File: src/rtl/core/color_palette_and_bank_select_port_defines.svh
// Assertion macros for the colour palette and bank select port
`ifndef COLOR_PALETTE_AND_BANK_SELECT_PORT_DEFINES_SVH
`define COLOR_PALETTE_AND_BANK_SELECT_PORT_DEFINES_SVH

// Same-cycle implication, disabled during reset
`define CPB_ASSERT_NOW(label, ante, cons, msg) \
  label: assert property (@(posedge clk) disable iff (rst) (ante) |-> (cons)) \
    else $error(msg);

// Next-cycle implication, disabled during reset
`define CPB_ASSERT_NEXT(label, ante, cons, msg) \
  label: assert property (@(posedge clk) disable iff (rst) (ante) |=> (cons)) \
    else $error(msg);

`endif

File: src/rtl/core/cpb_pkg.sv
// Shared types and constants for the colour palette and bank select port
package cpb_pkg;

  localparam int PAL_BYTES = 64;
  localparam int PAL_AW    = $clog2(PAL_BYTES);
  localparam int IDX_W     = 6;

  localparam logic [15:0] ADDR_VBK  = 16'hFF4F;
  localparam logic [15:0] ADDR_BCPS = 16'hFF68;
  localparam logic [15:0] ADDR_BCPD = 16'hFF69;
  localparam logic [15:0] ADDR_OCPS = 16'hFF6A;
  localparam logic [15:0] ADDR_OCPD = 16'hFF6B;
  localparam logic [15:0] ADDR_SVBK = 16'hFF70;

  localparam logic [7:0] BG_FILL  = 8'hFF;
  localparam logic [7:0] OBJ_FILL = 8'h00;

  typedef enum logic [2:0] {
    RGN_NONE = 3'd0,
    RGN_REG  = 3'd1,
    RGN_PAL  = 3'd2,
    RGN_VRAM = 3'd3,
    RGN_WRAM = 3'd4
  } region_t;

  typedef enum logic [3:0] {
    TGT_NONE,
    TGT_BCPS,
    TGT_OCPS,
    TGT_VBK,
    TGT_SVBK,
    TGT_BCPD,
    TGT_OCPD,
    TGT_VRAM,
    TGT_WRAM0,
    TGT_WRAMX
  } target_t;

  typedef struct packed {
    target_t     target;
    region_t     region;
    logic [12:0] offset;
  } dec_t;

  typedef struct packed {
    logic       rd_en;
    logic       idx_we;
    logic       data_we;
    logic [7:0] wdata;
  } pal_ctrl_t;

  typedef enum logic {
    ST_IDLE,
    ST_LOOK
  } state_t;

endpackage

File: src/rtl/core/cpb_ram.sv
// Generic single-port-write, registered-read RAM
module cpb_ram #(
  parameter int WIDTH = 8,
  parameter int DEPTH = 64
) (
  input  logic                     clk,
  input  logic                     we,
  input  logic [$clog2(DEPTH)-1:0] waddr,
  input  logic [WIDTH-1:0]         wdata,
  input  logic                     re,
  input  logic [$clog2(DEPTH)-1:0] raddr,
  output logic [WIDTH-1:0]         rdata
);

  logic [WIDTH-1:0] mem [DEPTH];

  always_ff @(posedge clk) begin
    if (we) begin
      mem[waddr] <= wdata;
    end
    if (re) begin
      rdata <= mem[raddr];
    end
  end

endmodule

File: src/rtl/core/cpb_decode.sv
// Address decoder: target register or window, region code and bank offset
module cpb_decode (
  input  logic [15:0]   address,
  output cpb_pkg::dec_t dec
);

  always_comb begin
    dec.target = cpb_pkg::TGT_NONE;
    dec.region = cpb_pkg::RGN_NONE;
    dec.offset = 13'd0;
    if (address[15:13] == 3'b100) begin
      dec.target = cpb_pkg::TGT_VRAM;
      dec.region = cpb_pkg::RGN_VRAM;
      dec.offset = address[12:0];
    end else if (address[15:12] == 4'hC) begin
      dec.target = cpb_pkg::TGT_WRAM0;
      dec.region = cpb_pkg::RGN_WRAM;
      dec.offset = {1'b0, address[11:0]};
    end else if (address[15:12] == 4'hD) begin
      dec.target = cpb_pkg::TGT_WRAMX;
      dec.region = cpb_pkg::RGN_WRAM;
      dec.offset = {1'b0, address[11:0]};
    end else if (address == cpb_pkg::ADDR_BCPS) begin
      dec.target = cpb_pkg::TGT_BCPS;
      dec.region = cpb_pkg::RGN_REG;
    end else if (address == cpb_pkg::ADDR_OCPS) begin
      dec.target = cpb_pkg::TGT_OCPS;
      dec.region = cpb_pkg::RGN_REG;
    end else if (address == cpb_pkg::ADDR_VBK) begin
      dec.target = cpb_pkg::TGT_VBK;
      dec.region = cpb_pkg::RGN_REG;
    end else if (address == cpb_pkg::ADDR_SVBK) begin
      dec.target = cpb_pkg::TGT_SVBK;
      dec.region = cpb_pkg::RGN_REG;
    end else if (address == cpb_pkg::ADDR_BCPD) begin
      dec.target = cpb_pkg::TGT_BCPD;
      dec.region = cpb_pkg::RGN_PAL;
    end else if (address == cpb_pkg::ADDR_OCPD) begin
      dec.target = cpb_pkg::TGT_OCPD;
      dec.region = cpb_pkg::RGN_PAL;
    end
  end

endmodule

File: src/rtl/core/cpb_palette.sv
// One palette: index register, entry valid bits and the palette RAM
module cpb_palette (
  input  logic                         clk,
  input  logic                         rst,
  input  cpb_pkg::pal_ctrl_t           ctrl,
  output logic                         auto_inc,
  output logic [cpb_pkg::IDX_W-1:0]    idx,
  output logic                         hit,
  output logic [7:0]                   rdata
);

  logic [cpb_pkg::PAL_BYTES-1:0] valid;
  logic [cpb_pkg::PAL_AW-1:0]    addr;

  assign addr = idx[cpb_pkg::PAL_AW-1:0];

  always_ff @(posedge clk) begin
    if (rst) begin
      auto_inc <= 1'b0;
      idx      <= '0;
      valid    <= '0;
      hit      <= 1'b0;
    end else begin
      if (ctrl.rd_en) begin
        hit <= valid[addr];
      end
      if (ctrl.idx_we) begin
        auto_inc <= ctrl.wdata[7];
        idx      <= cpb_pkg::IDX_W'(ctrl.wdata[5:0] % cpb_pkg::PAL_BYTES);
      end else if (ctrl.data_we) begin
        valid[addr] <= 1'b1;
        // advance and wrap at the palette size
        if (auto_inc) begin
          idx <= cpb_pkg::IDX_W'(({1'b0, idx} + 7'd1) % cpb_pkg::PAL_BYTES);
        end
      end
    end
  end

  cpb_ram #(
    .WIDTH(8),
    .DEPTH(cpb_pkg::PAL_BYTES)
  ) u_ram (
    .clk  (clk),
    .we   (ctrl.data_we),
    .waddr(addr),
    .wdata(ctrl.wdata),
    .re   (ctrl.rd_en),
    .raddr(addr),
    .rdata(rdata)
  );

endmodule

File: src/rtl/core/color_palette_and_bank_select_port.sv
// An accepted beat is held in the ST_LOOK state and its result is registered into the
// output register once that is free; a new beat is taken only back in ST_IDLE.
// A finished result waits in the output register while the next beat is taken.
// Reset: index registers, bank selects and colour mode clear at once; palette
// entries carry valid bits, so unwritten entries read as 0xFF (background) or
// 0x00 (objects) with no clearing pass.
`include "color_palette_and_bank_select_port_defines.svh"

module color_palette_and_bank_select_port (
  input  logic        clk,
  input  logic        rst,
  // configuration: colour mode
  input  logic        cfg_valid,
  output logic        cfg_ready,
  input  logic        cfg_data,
  // input access
  input  logic        s_tvalid,
  output logic        s_tready,
  input  logic [23:0] s_tdata,   // [15:0] address, [23:16] write_data
  input  logic        s_tuser,   // command (0 read, 1 write)
  // result
  output logic        m_tvalid,
  input  logic        m_tready,
  output logic [23:0] m_tdata,   // [7:0] read_data, [10:8] bank, [23:11] offset
  output logic [2:0]  m_tuser    // region
);

  cpb_pkg::state_t    state, state_next;
  cpb_pkg::dec_t      dec;
  cpb_pkg::pal_ctrl_t bg_ctrl, obj_ctrl;

  logic        color_mode;
  logic        vbk;
  logic [2:0]  svbk;
  logic        cmd;
  logic [15:0] addr;
  logic [7:0]  wdata;

  logic        accept, commit, out_free;
  logic        bg_auto, obj_auto, bg_hit, obj_hit;
  logic [5:0]  bg_idx, obj_idx;
  logic [7:0]  bg_rdata, obj_rdata;
  logic [7:0]  rd_res;
  logic [2:0]  bank_res;
  logic [12:0] off_res;

  // refuse beats while reset is held
  assign cfg_ready = !rst;
  assign out_free  = !m_tvalid || m_tready;
  assign accept    = s_tvalid && s_tready;

  // next state
  always_comb begin
    state_next = state;
    case (state)
      cpb_pkg::ST_IDLE: if (accept) state_next = cpb_pkg::ST_LOOK;
      cpb_pkg::ST_LOOK: if (out_free) state_next = cpb_pkg::ST_IDLE;
      default:          state_next = cpb_pkg::ST_IDLE;
    endcase
  end

  // state outputs
  always_comb begin
    s_tready = 1'b0;
    commit   = 1'b0;
    case (state)
      cpb_pkg::ST_IDLE: s_tready = !rst;
      cpb_pkg::ST_LOOK: commit   = out_free;
      default: begin
        s_tready = 1'b0;
        commit   = 1'b0;
      end
    endcase
  end

  always_ff @(posedge clk) begin
    if (rst) begin
      state <= cpb_pkg::ST_IDLE;
    end else begin
      state <= state_next;
    end
  end

  // hold the accepted beat
  always_ff @(posedge clk) begin
    if (accept) begin
      cmd   <= s_tuser;
      addr  <= s_tdata[15:0];
      wdata <= s_tdata[23:16];
    end
  end

  cpb_decode u_decode (
    .address(addr),
    .dec    (dec)
  );

  // both palettes are read at every accept; the decode picks one later
  always_comb begin
    bg_ctrl.rd_en    = accept;
    bg_ctrl.idx_we   = commit && cmd && (dec.target == cpb_pkg::TGT_BCPS);
    bg_ctrl.data_we  = commit && cmd && (dec.target == cpb_pkg::TGT_BCPD);
    bg_ctrl.wdata    = wdata;
    obj_ctrl.rd_en   = accept;
    obj_ctrl.idx_we  = commit && cmd && (dec.target == cpb_pkg::TGT_OCPS);
    obj_ctrl.data_we = commit && cmd && (dec.target == cpb_pkg::TGT_OCPD);
    obj_ctrl.wdata   = wdata;
  end

  cpb_palette u_bg (
    .clk     (clk),
    .rst     (rst),
    .ctrl    (bg_ctrl),
    .auto_inc(bg_auto),
    .idx     (bg_idx),
    .hit     (bg_hit),
    .rdata   (bg_rdata)
  );

  cpb_palette u_obj (
    .clk     (clk),
    .rst     (rst),
    .ctrl    (obj_ctrl),
    .auto_inc(obj_auto),
    .idx     (obj_idx),
    .hit     (obj_hit),
    .rdata   (obj_rdata)
  );

  // colour mode and bank selects
  always_ff @(posedge clk) begin
    if (rst) begin
      color_mode <= 1'b0;
      vbk        <= 1'b0;
      svbk       <= 3'd0;
    end else begin
      if (cfg_valid && cfg_ready) begin
        color_mode <= cfg_data;
      end
      if (commit && cmd && color_mode && (dec.target == cpb_pkg::TGT_VBK)) begin
        vbk <= wdata[0];
      end
      if (commit && cmd && color_mode && (dec.target == cpb_pkg::TGT_SVBK)) begin
        svbk <= wdata[2:0];
      end
    end
  end

  // result fields
  always_comb begin
    rd_res   = 8'd0;
    bank_res = 3'd0;
    off_res  = dec.offset;
    case (dec.target)
      cpb_pkg::TGT_BCPS:  rd_res = {bg_auto, 1'b1, bg_idx};
      cpb_pkg::TGT_OCPS:  rd_res = {obj_auto, 1'b1, obj_idx};
      cpb_pkg::TGT_VBK:   rd_res = {7'h7F, vbk};
      cpb_pkg::TGT_SVBK:  rd_res = {5'h1F, svbk};
      cpb_pkg::TGT_BCPD:  rd_res = bg_hit ? bg_rdata : cpb_pkg::BG_FILL;
      cpb_pkg::TGT_OCPD:  rd_res = obj_hit ? obj_rdata : cpb_pkg::OBJ_FILL;
      cpb_pkg::TGT_VRAM:  bank_res = {2'b00, color_mode & vbk};
      cpb_pkg::TGT_WRAM0: bank_res = 3'd0;
      // select 0 maps to bank 1
      cpb_pkg::TGT_WRAMX: bank_res = (color_mode && svbk != 3'd0) ? svbk : 3'd1;
      default:            rd_res = 8'd0;
    endcase
    if (cmd) begin
      rd_res = 8'd0;
    end
  end

  always_ff @(posedge clk) begin
    if (rst) begin
      m_tvalid <= 1'b0;
    end else if (commit) begin
      m_tvalid <= 1'b1;
    end else if (m_tready) begin
      m_tvalid <= 1'b0;
    end
  end

  always_ff @(posedge clk) begin
    if (commit) begin
      m_tdata <= {off_res, bank_res, rd_res};
      m_tuser <= dec.region;
    end
  end

  `CPB_ASSERT_NEXT(a_accept_look, accept, state == cpb_pkg::ST_LOOK,
                   "accepted beat did not move to lookup")
  `CPB_ASSERT_NEXT(a_commit_valid, commit, m_tvalid,
                   "committed result not presented")
  `CPB_ASSERT_NOW(a_no_bank_outside_ram,
                  m_tvalid && (m_tuser == cpb_pkg::RGN_NONE || m_tuser == cpb_pkg::RGN_REG ||
                               m_tuser == cpb_pkg::RGN_PAL),
                  m_tdata[23:8] == 16'd0,
                  "bank or offset set outside a RAM window")

endmodule

File: config.mk
export PLATFORM = sky130hd
export DESIGN_NAME = color_palette_and_bank_select_port
export DESIGN_NICKNAME = d
export VERILOG_FILES = /design/src/rtl/core/cpb_pkg.sv /design/src/rtl/core/cpb_ram.sv /design/src/rtl/core/cpb_decode.sv /design/src/rtl/core/cpb_palette.sv /design/src/rtl/core/color_palette_and_bank_select_port.sv
export VERILOG_INCLUDE_DIRS = /design/src /design/src/rtl/core
export SDC_FILE = /design/constraint.sdc
export NUM_CORES = 1
export LEC_CHECK = 0
export CORE_ASPECT_RATIO = 1.2
export CORE_MARGIN = 5
export CORE_UTILIZATION = 50
export CTS_CLUSTER_SIZE = 16
export DETAILED_ROUTE_END_ITERATION = 6
export DONT_BUFFER_PORTS = 1
export GPL_TIMING_DRIVEN = 0
export PLACE_DENSITY = 0.73
export SYNTH_ARGS = -nofsm -noshare
export SYNTH_HDL_FRONTEND = slang
export SYNTH_HIERARCHICAL = 1
export SYNTH_SLANG_ARGS = --single-unit
File: constraint.sdc
create_clock -name clk -period 5.45 [get_ports clk]
set_input_delay 0.545 -clock clk [delete_from_list [all_inputs] [get_ports clk]]
set_output_delay 0.545 -clock clk [all_outputs]
set_load 0.01 [all_outputs]
==> results of run 1 <==
-- path summary, 6_finish.rpt --
check	endpoint	start	slack, ns	cells past startpoint
setup / recovery	u_bg/u_ram/mem[14][3]$_DFFE_PP_	addr[14]$_DFFE_PP_	0.47	10
hold / removal	state$_SDFF_PP0_	s_tvalid	0.08	2
setup reg to reg	u_bg/u_ram/mem[14][3]$_DFFE_PP_	addr[14]$_DFFE_PP_	0.47	10
hold reg to reg	u_obj/valid[29]$_SDFFE_PP0P_	u_obj/valid[29]$_SDFFE_PP0P_	0.46	2
-- cell usage after synthesis (all sizes together), types with 26 or more instances --
| library cell | instances | area, µm² |
|---|---|---|
| buf | 104 | 778 |
| nor3 | 26 | 151 |
| edfxtp | 1092 | 32800 |
| mux2i | 70 | 701 |
| dfxtp | 151 | 3020 |
| nand3 | 41 | 205 |
| nand2b | 37 | 231 |
| nor2 | 351 | 1340 |
| nand2 | 64 | 240 |
| mux2 | 33 | 372 |
| a21oi | 159 | 796 |
| nor2b | 47 | 297 |
| clkbuf | 60 | 226 |
| mux4 | 260 | 5860 |
| o21ai | 28 | 140 |
-- where the power goes --
| group | switching, mW | leakage (nW) | internal, mW |
|---|---|---|---|
| clock network | 3.40 | 1.80 | 4.54 |
| registers | 0.0328 | 11.1 | 10.3 |
| logic | 0.200 | 4.33 | 0.120 |
-- sequential cells by signal (all words and copies together), names as in the netlist, 16 cells and up --
signal,flops
m_tdata,24
u_obj/u_ram/mem,512
u_bg/u_ram/mem,512
u_obj/valid,64
u_bg/valid,64
addr,16
-- cell families (layout without fill, tap and decap cells) --
group / after synthesis / after routing / share of synthesized area, %
and+or+nand+nor: 670 / 670 / 6.65
AOI/OAI and AO/OA: 345 / 345 / 4.50
xor gates and xnor gates: 10 / 10 / 0.177
DFF: 1243 / 1243 / 72.5
buffers and inverters: 171 / 449 / 2.09
adders and majority gates: 2 / 2 / 0.0506
muxes: 363 / 363 / 14.0
-- metal layers --
metal / global-route usage, % / vias to the layer above / routed length [µm]
li1: - / 11600 / -
met1: 29.6 / 14200 / 44300
met2: 38.7 / 1603 / 61600
met3: 3.39 / 304 / 10600
met4: 9.37 / 0 / 5420
met5: 0 / - / 0
-- cell usage in the layout (no fill, tap or decap), types with 7 or more instances in the layout --
master,Yosys,final
a211oi_1,9,9
a21oi_1,159,159
a221oi_1,21,21
a22oi_1,12,12
a31oi_1,12,12
and2_1,17,16
and3_1,12,12
buf_1,11,11
buf_16,0,35
buf_2,35,35
buf_4,36,37
buf_6,17,17
buf_8,0,9
bufinv_16,0,11
clkbuf_1,59,81
clkbuf_16,0,119
clkinv_1,0,21
clkinv_2,0,15
clkinvlp_4,0,8
dfxtp_1,151,151
dlygate4sd3_1,0,27
edfxtp_1,1092,1092
inv_1,7,7
mux2_2,33,33
mux2i_1,70,70
mux4_2,259,259
nand2_1,64,64
nand2b_1,37,37
nand3_1,41,41
nand3b_1,20,20
nand4_1,8,8
nor2_1,348,348
nor2b_1,46,45
nor3_1,23,23
o2111ai_1,7,7
o21ai_0,24,24
o221ai_1,16,16
o22ai_1,20,20
-- area by class of cell --
class / instances / area [µm²] / share of cell area (%)
Inverter: 7 / 26.3 / 0.0468
Buffer: 164 / 1000 / 1.79
Timing Repair Buffer: 72 / 1380 / 2.45
Tap cell: 1280 / 1600 / 2.85
Sequential cell: 1243 / 35800 / 63.8
Clock buffer: 144 / 3100 / 5.53
Multi-Input combinational cell: 1390 / 12600 / 22.4
Clock inverter: 62 / 642 / 1.14
==> flow_metrics.tcl, run 1 <==
set metrics [dict create \
    grtUsageTotal_pct 22.7 \
    rsz0062_at_grt "false" \
    period_share_pct 91.3 \
    ctsHoldBuffers 27 \
    critPathSlowestCell "nor2_1" \
    num_vias 27700 \
    path_buf_inv 0 \
    clkTransAtPathRegs_ns 0.06 \
    relSlewSlack_pct 9.94 \
    dpl_cell_area_mm2 0.0521 \
    clock.fmax_mhz 201 \
    clk_latency_ns 0.69 \
    design.die.area_mm2 0.105 \
    finalHoldViolations 0 \
    drc_errors 0 \
    rows 126 \
    cp_max_fo 13 \
    setup_viol 0 \
    fin_nets 3027 \
    final_area_mm2 0.0561 \
    cts.sinks 1243 \
    status "finished, final reports clean" \
    gp_congestion 0.935 \
    arrival_ns 5.26 \
    die_h_um 354 \
    fp.dieW_um 297 \
    setup_ws_ns 0.472 \
    routedWlPerCell_um 28.0 \
    cp_top_family "simple AND/OR/NAND/NOR gates" \
    fin_skew_ns 0.0411 \
    drv_cap 0 \
    dp_cells 4129 \
    tightest_slew_ns 1.32 \
    p_leak_nw 17.2 \
    syn-cell-area_mm2 0.0494 \
    slew_violations 0 \
    grt_antenna_before_repair 0 \
    io_pins 61 \
    cts-root-buf "clkbuf_16" \
    async_flop_share_pct 0 \
    synthCells 2804 \
    fillers 7093 \
    synth_seq_cells 1243 \
    synth-edff-count 1092 \
    ys_types 86 \
    syn_to_final_growth_pct 13.6 \
    finish.utilization_pct 57.2 \
    grt_pass1_wl_mm 181 \
    hold_path_class "in -> reg" \
    worstSetupPathType "reg -> reg" \
    dr.pass1.iters 6 \
    place_ws_ns 0.661 \
    wirelength_mm 122 \
    tns_ns 0 \
    fin_cells 4362 \
    cts_setup_buffers 0 \
    cts_tree "done" \
    route.antenna.remaining_nets 0 \
    drt_iter0_drc 3522 \
    dp_hpwl_mm 81.9 \
    syn_area_per_cell_um2 17.6 \
    synthFlopType "edfxtp_1" \
    path_cells "nand4_2 > nor4_4 > a31o_2 > o21bai_1 > nand2b_1 > nor3b_2 > and3_1 > nor2b_1 > nand3_1 > nor2_1" \
    synthesis.nets 2837 \
    grt_pass1_vias 27900 \
    htreeDepth 3 \
    core_area_mm2 0.0982 \
    insertedDiodeCount 0 \
    vias_per_cell 6.35 \
    p_per_area_mw_per_mm2 332 \
    cpPeakStageDelay_ns 0.90 \
    grt_remaining_overflow 0 \
    initial_core_util_pct 50.3 \
    cts_buffers 116 \
    grt_max_degree 33 \
    worstSetupEndpointType "flip-flop" \
    portBuffers 0 \
    holdWs_ns 0.0754 \
    period_minus_slack_ns 4.98 \
    critPathLaunchType "flip-flop" \
    yosysWarnings 6 \
    cts_resized 0 \
    cts_buffer_depth 3 \
    synth_seq_area_share_pct 72.5 \
    p_total_mw 18.6 \
    crit_required_ns 5.73 \
    final_layout_size_suffix_gt1_share_pct 20.4 \
    peakVddDrop_uv 291 \
]
Power figures use the tool's default switching activity.
==> run 2, diff against run 1 <==
ABC_CLOCK_PERIOD_IN_PS = 5450   (was default)
SYNTH_HIERARCHICAL = default   (was 1)
==> run 2 against run 1 <==
The run now ends with DRC, capacitance limit, slew limit left. Clock skew fell by 0.0022 ns. Count of clock-buffer cells in the layout rose by 31. Critical endpoint is now u_bg.u_ram.mem[29][6]$_DFFE_PP_. First-iteration DRC count rose by 35%. Routed wire length rose by 35%.
==> flow_metrics.tcl, run 2 <==
set metrics [dict create \
    clock.fmax_mhz 220 \
    final_common_cell "edfxtp_1" \
    synthTopCellsByArea "edfxtp_1 (67%), dfxtp_1 (6.2%), mux4_2 (4.6%)" \
    initial_core_util_pct 50.3 \
    m1WireLength_mm 53.6 \
    gp_congestion 1.04 \
    worstSetupPathType "reg -> reg" \
    grt_antenna_before_repair 6 \
    status "complete, but fails checks" \
    syn_area_per_cell_um2 16.4 \
    route.met3.wl_mm 19.5 \
    fin_nets 3206 \
    relSlewSlack_pct -1.85 \
    wl_met2_mm 76.6 \
    fin_skew_ns 0.0390 \
    num_vias 30700 \
    tns_ns 0 \
    synth_common_cells "edfxtp_1 (1092), nor2_1 (248), dfxtp_1 (151)" \
    synth_seq_cells 1243 \
    route.antenna.remaining_nets 0 \
    path_buf_inv 2 \
    p_leak_nw 17.8 \
    hold_path_class "in -> reg" \
    clkTransAtPathRegs_ns 0.06 \
    rows 125 \
    setup_viol 0 \
    async_flop_share_pct 0 \
    cts_buffers 118 \
    synthFlopType "edfxtp_1" \
    synthesis.nets 2996 \
    yosysWarnings 0 \
    fillers 7182 \
    drc_errors 7 \
    vias_per_cell 6.75 \
    dpl_cell_area_mm2 0.0519 \
    drv_cap 2 \
    p_int_mw 15.2 \
    io_pins 61 \
    htreeDepth 3 \
    synthCells 2963 \
    cts.sinks 1243 \
    place_ws_ns 1.01 \
    p_seq_share_pct 54.7 \
    final_cell_mix "edfxtp_1 (1092), nor2_1 (248), dfxtp_1 (151)" \
    final_area_mm2 0.0561 \
    cp_num_cells 5 \
    finalHoldViolations 0 \
    design.die.area_mm2 0.104 \
    routedWlPerCell_um 36.2 \
    arrival_ns 4.86 \
    grtUsageTotal_pct 31.4 \
    period_minus_slack_ns 4.54 \
    syn-cell-area_mm2 0.0487 \
    path_common_cell "clkbuf_1" \
    holdWs_ns 0.0294 \
    comb_power_share_pct 1.3 \
    yosysMostFrequentCell "edfxtp_1" \
    grt_pass1_wl_mm 229 \
    syn_to_final_growth_pct 15.3 \
    grt_remaining_overflow 0 \
    cts_tree "done" \
    violations "DRC, capacitance limit, slew limit" \
    core_area_mm2 0.0968 \
    path_cells "and2b_1 > clkbuf_1 > clkbuf_1 > nand2_1 > nor2_1" \
    setup_ws_ns 0.914 \
    maxUsedRoutingLayer "met5" \
    dr.pass1.iters 7 \
    yosysTopAreaCellShare_pct 67.4 \
    synth_seq_area_share_pct 73.6 \
    synth_top_cell_by_area "edfxtp_1" \
    drt_iter0_drc 4761 \
    rsz0062_at_grt "false" \
    ys_types 77 \
    fp.dieW_um 295 \
    period_share_pct 83.2 \
    dp_hpwl_mm 112 \
    min_path_cells 3 \
    die_h_um 352 \
    wirelength_mm 165 \
    slew_violations 7 \
    critPathSlowestCell "clkbuf_1" \
    p_per_area_mw_per_mm2 338 \
    grt_max_degree 42 \
    p_clk_share_pct 44.0 \
    worstSetupEndpointType "flip-flop" \
    portBuffers 0 \
    cpPeakStageDelay_ns 1.03 \
    peakVddDrop_uv 334 \
    p_total_mw 19.0 \
    synth-edff-count 1092 \
    switching_power_mw 3.79 \
    cp_top_family "simple AND/OR/NAND/NOR gates" \
    cts_buffer_depth 3 \
    r2r_cells 5 \
    cts_resized 0 \
    tightest_slew_ns 1.52 \
    top_regs "u_bg.u_ram.mem: 512 flops, u_obj.u_ram.mem: 512 flops" \
    grt_pass1_vias 30200 \
    swShare_pct 20.0 \
    cp_max_fo 10 \
    final_layout_size_suffix_gt1_share_pct 20.8 \
    clk_latency_ns 0.72 \
    cts-root-buf "clkbuf_16" \
    critPathLaunchType "flip-flop" \
    crit_required_ns 5.77 \
]
-- run 2: cell count changes after synthesis, moves of 32 or more --
cell      previous run  this run
o21a_1               5        72
nor2_1             348       248
o21ai_0             24        56
mux2_2              33       107
a221oi_1            21       111
buf_2               35        70
a22oi_1             12        91
mux4_2             259       100
nor3_1              23       108
mux2i_1             70       105
a21oi_1            159        73
nand2_1             64       116
-- run 2: worst paths after layout --
| kind | start | endpoint | slack [ns] |
|---|---|---|---|
| worst max-delay path | u_bg.idx[1]$_SDFFE_PP0P_ | u_bg.u_ram.mem[29][6]$_DFFE_PP_ | 0.91 |
| worst max register to register | u_bg.idx[1]$_SDFFE_PP0P_ | u_bg.u_ram.mem[29][6]$_DFFE_PP_ | 0.91 |
| worst min-delay path | m_tready | m_tvalid$_SDFFE_PP0P_ | 0.03 |
| worst min register to register | u_obj.valid[27]$_SDFFE_PP0P_ | u_obj.valid[27]$_SDFFE_PP0P_ | 0.46 |
-- run 2: metrics by stage --
step                util, %  std cells
global placement       51.9       4233
finish                 58.0       4551
floorplan                 -       2963
detailed placement     53.6       4294
global route           58.0       4548
CTS                    58.0       4547
-- run 2: area by class of cell --
type	instances	area, µm²	share of cell area [%]
flip-flops and latches	1243	35800	63.8
multi-input cells	1520	12300	21.8
repair buffers	90	1480	2.64
well taps	1270	1590	2.83
plain buffers	187	987	1.76
diodes	3	7.51	0.0134
inverters	13	48.8	0.0869
clock buffers	175	3440	6.13
clock inverters	50	515	0.918
-- run 2: kinds of logic after synthesis --
kind of cell               count (synthesis)  share of synthesized area (%)
adders and majority gates                  2                         0.0514
buffers and inverters                    200                           2.13
muxes                                    317                           9.46
and+or+nand+nor                          615                           5.93
DFF                                     1243                           73.6
AOI/OAI and AO/OA                        579                           8.74
xor gates and xnor gates                   7                          0.126
-- run 2: worst register-to-register path: cells and delay by family, from the launching register on --
| family | cells | cell delay, ns |
|---|---|---|
| flip-flops | 1 | 0.35 |
| AND/OR/NAND/NOR | 3 | 2.03 |
| buffers and inverters | 2 | 1.77 |
-- run 2: metal layers --
layer,GRT usage [%],up-vias
li1,-,12300
met1,37.0,15300
met2,49.9,2462
met3,8.11,704
met4,23.2,4
met5,0,-
-- run 2: repair_timing --
| item | in CTS | in global routing |
|---|---|---|
| hold endpoints to repair | 27 | 0 |
| setup buffers | 0 | 0 |
| hold buffers | 28 | 0 |
-- run 2: power by group through the flow --
stage	registers, mW	clock network [mW]	logic (mW)
2_1_floorplan	10.6	0	0.0432
3_3_place_gp	10.7	0	0.0755
3_5_place_dp	10.6	0	0.222
4_1_cts	10.4	8.33	0.240
5_1_grt	10.4	8.74	0.254
6_report	10.4	8.34	0.247
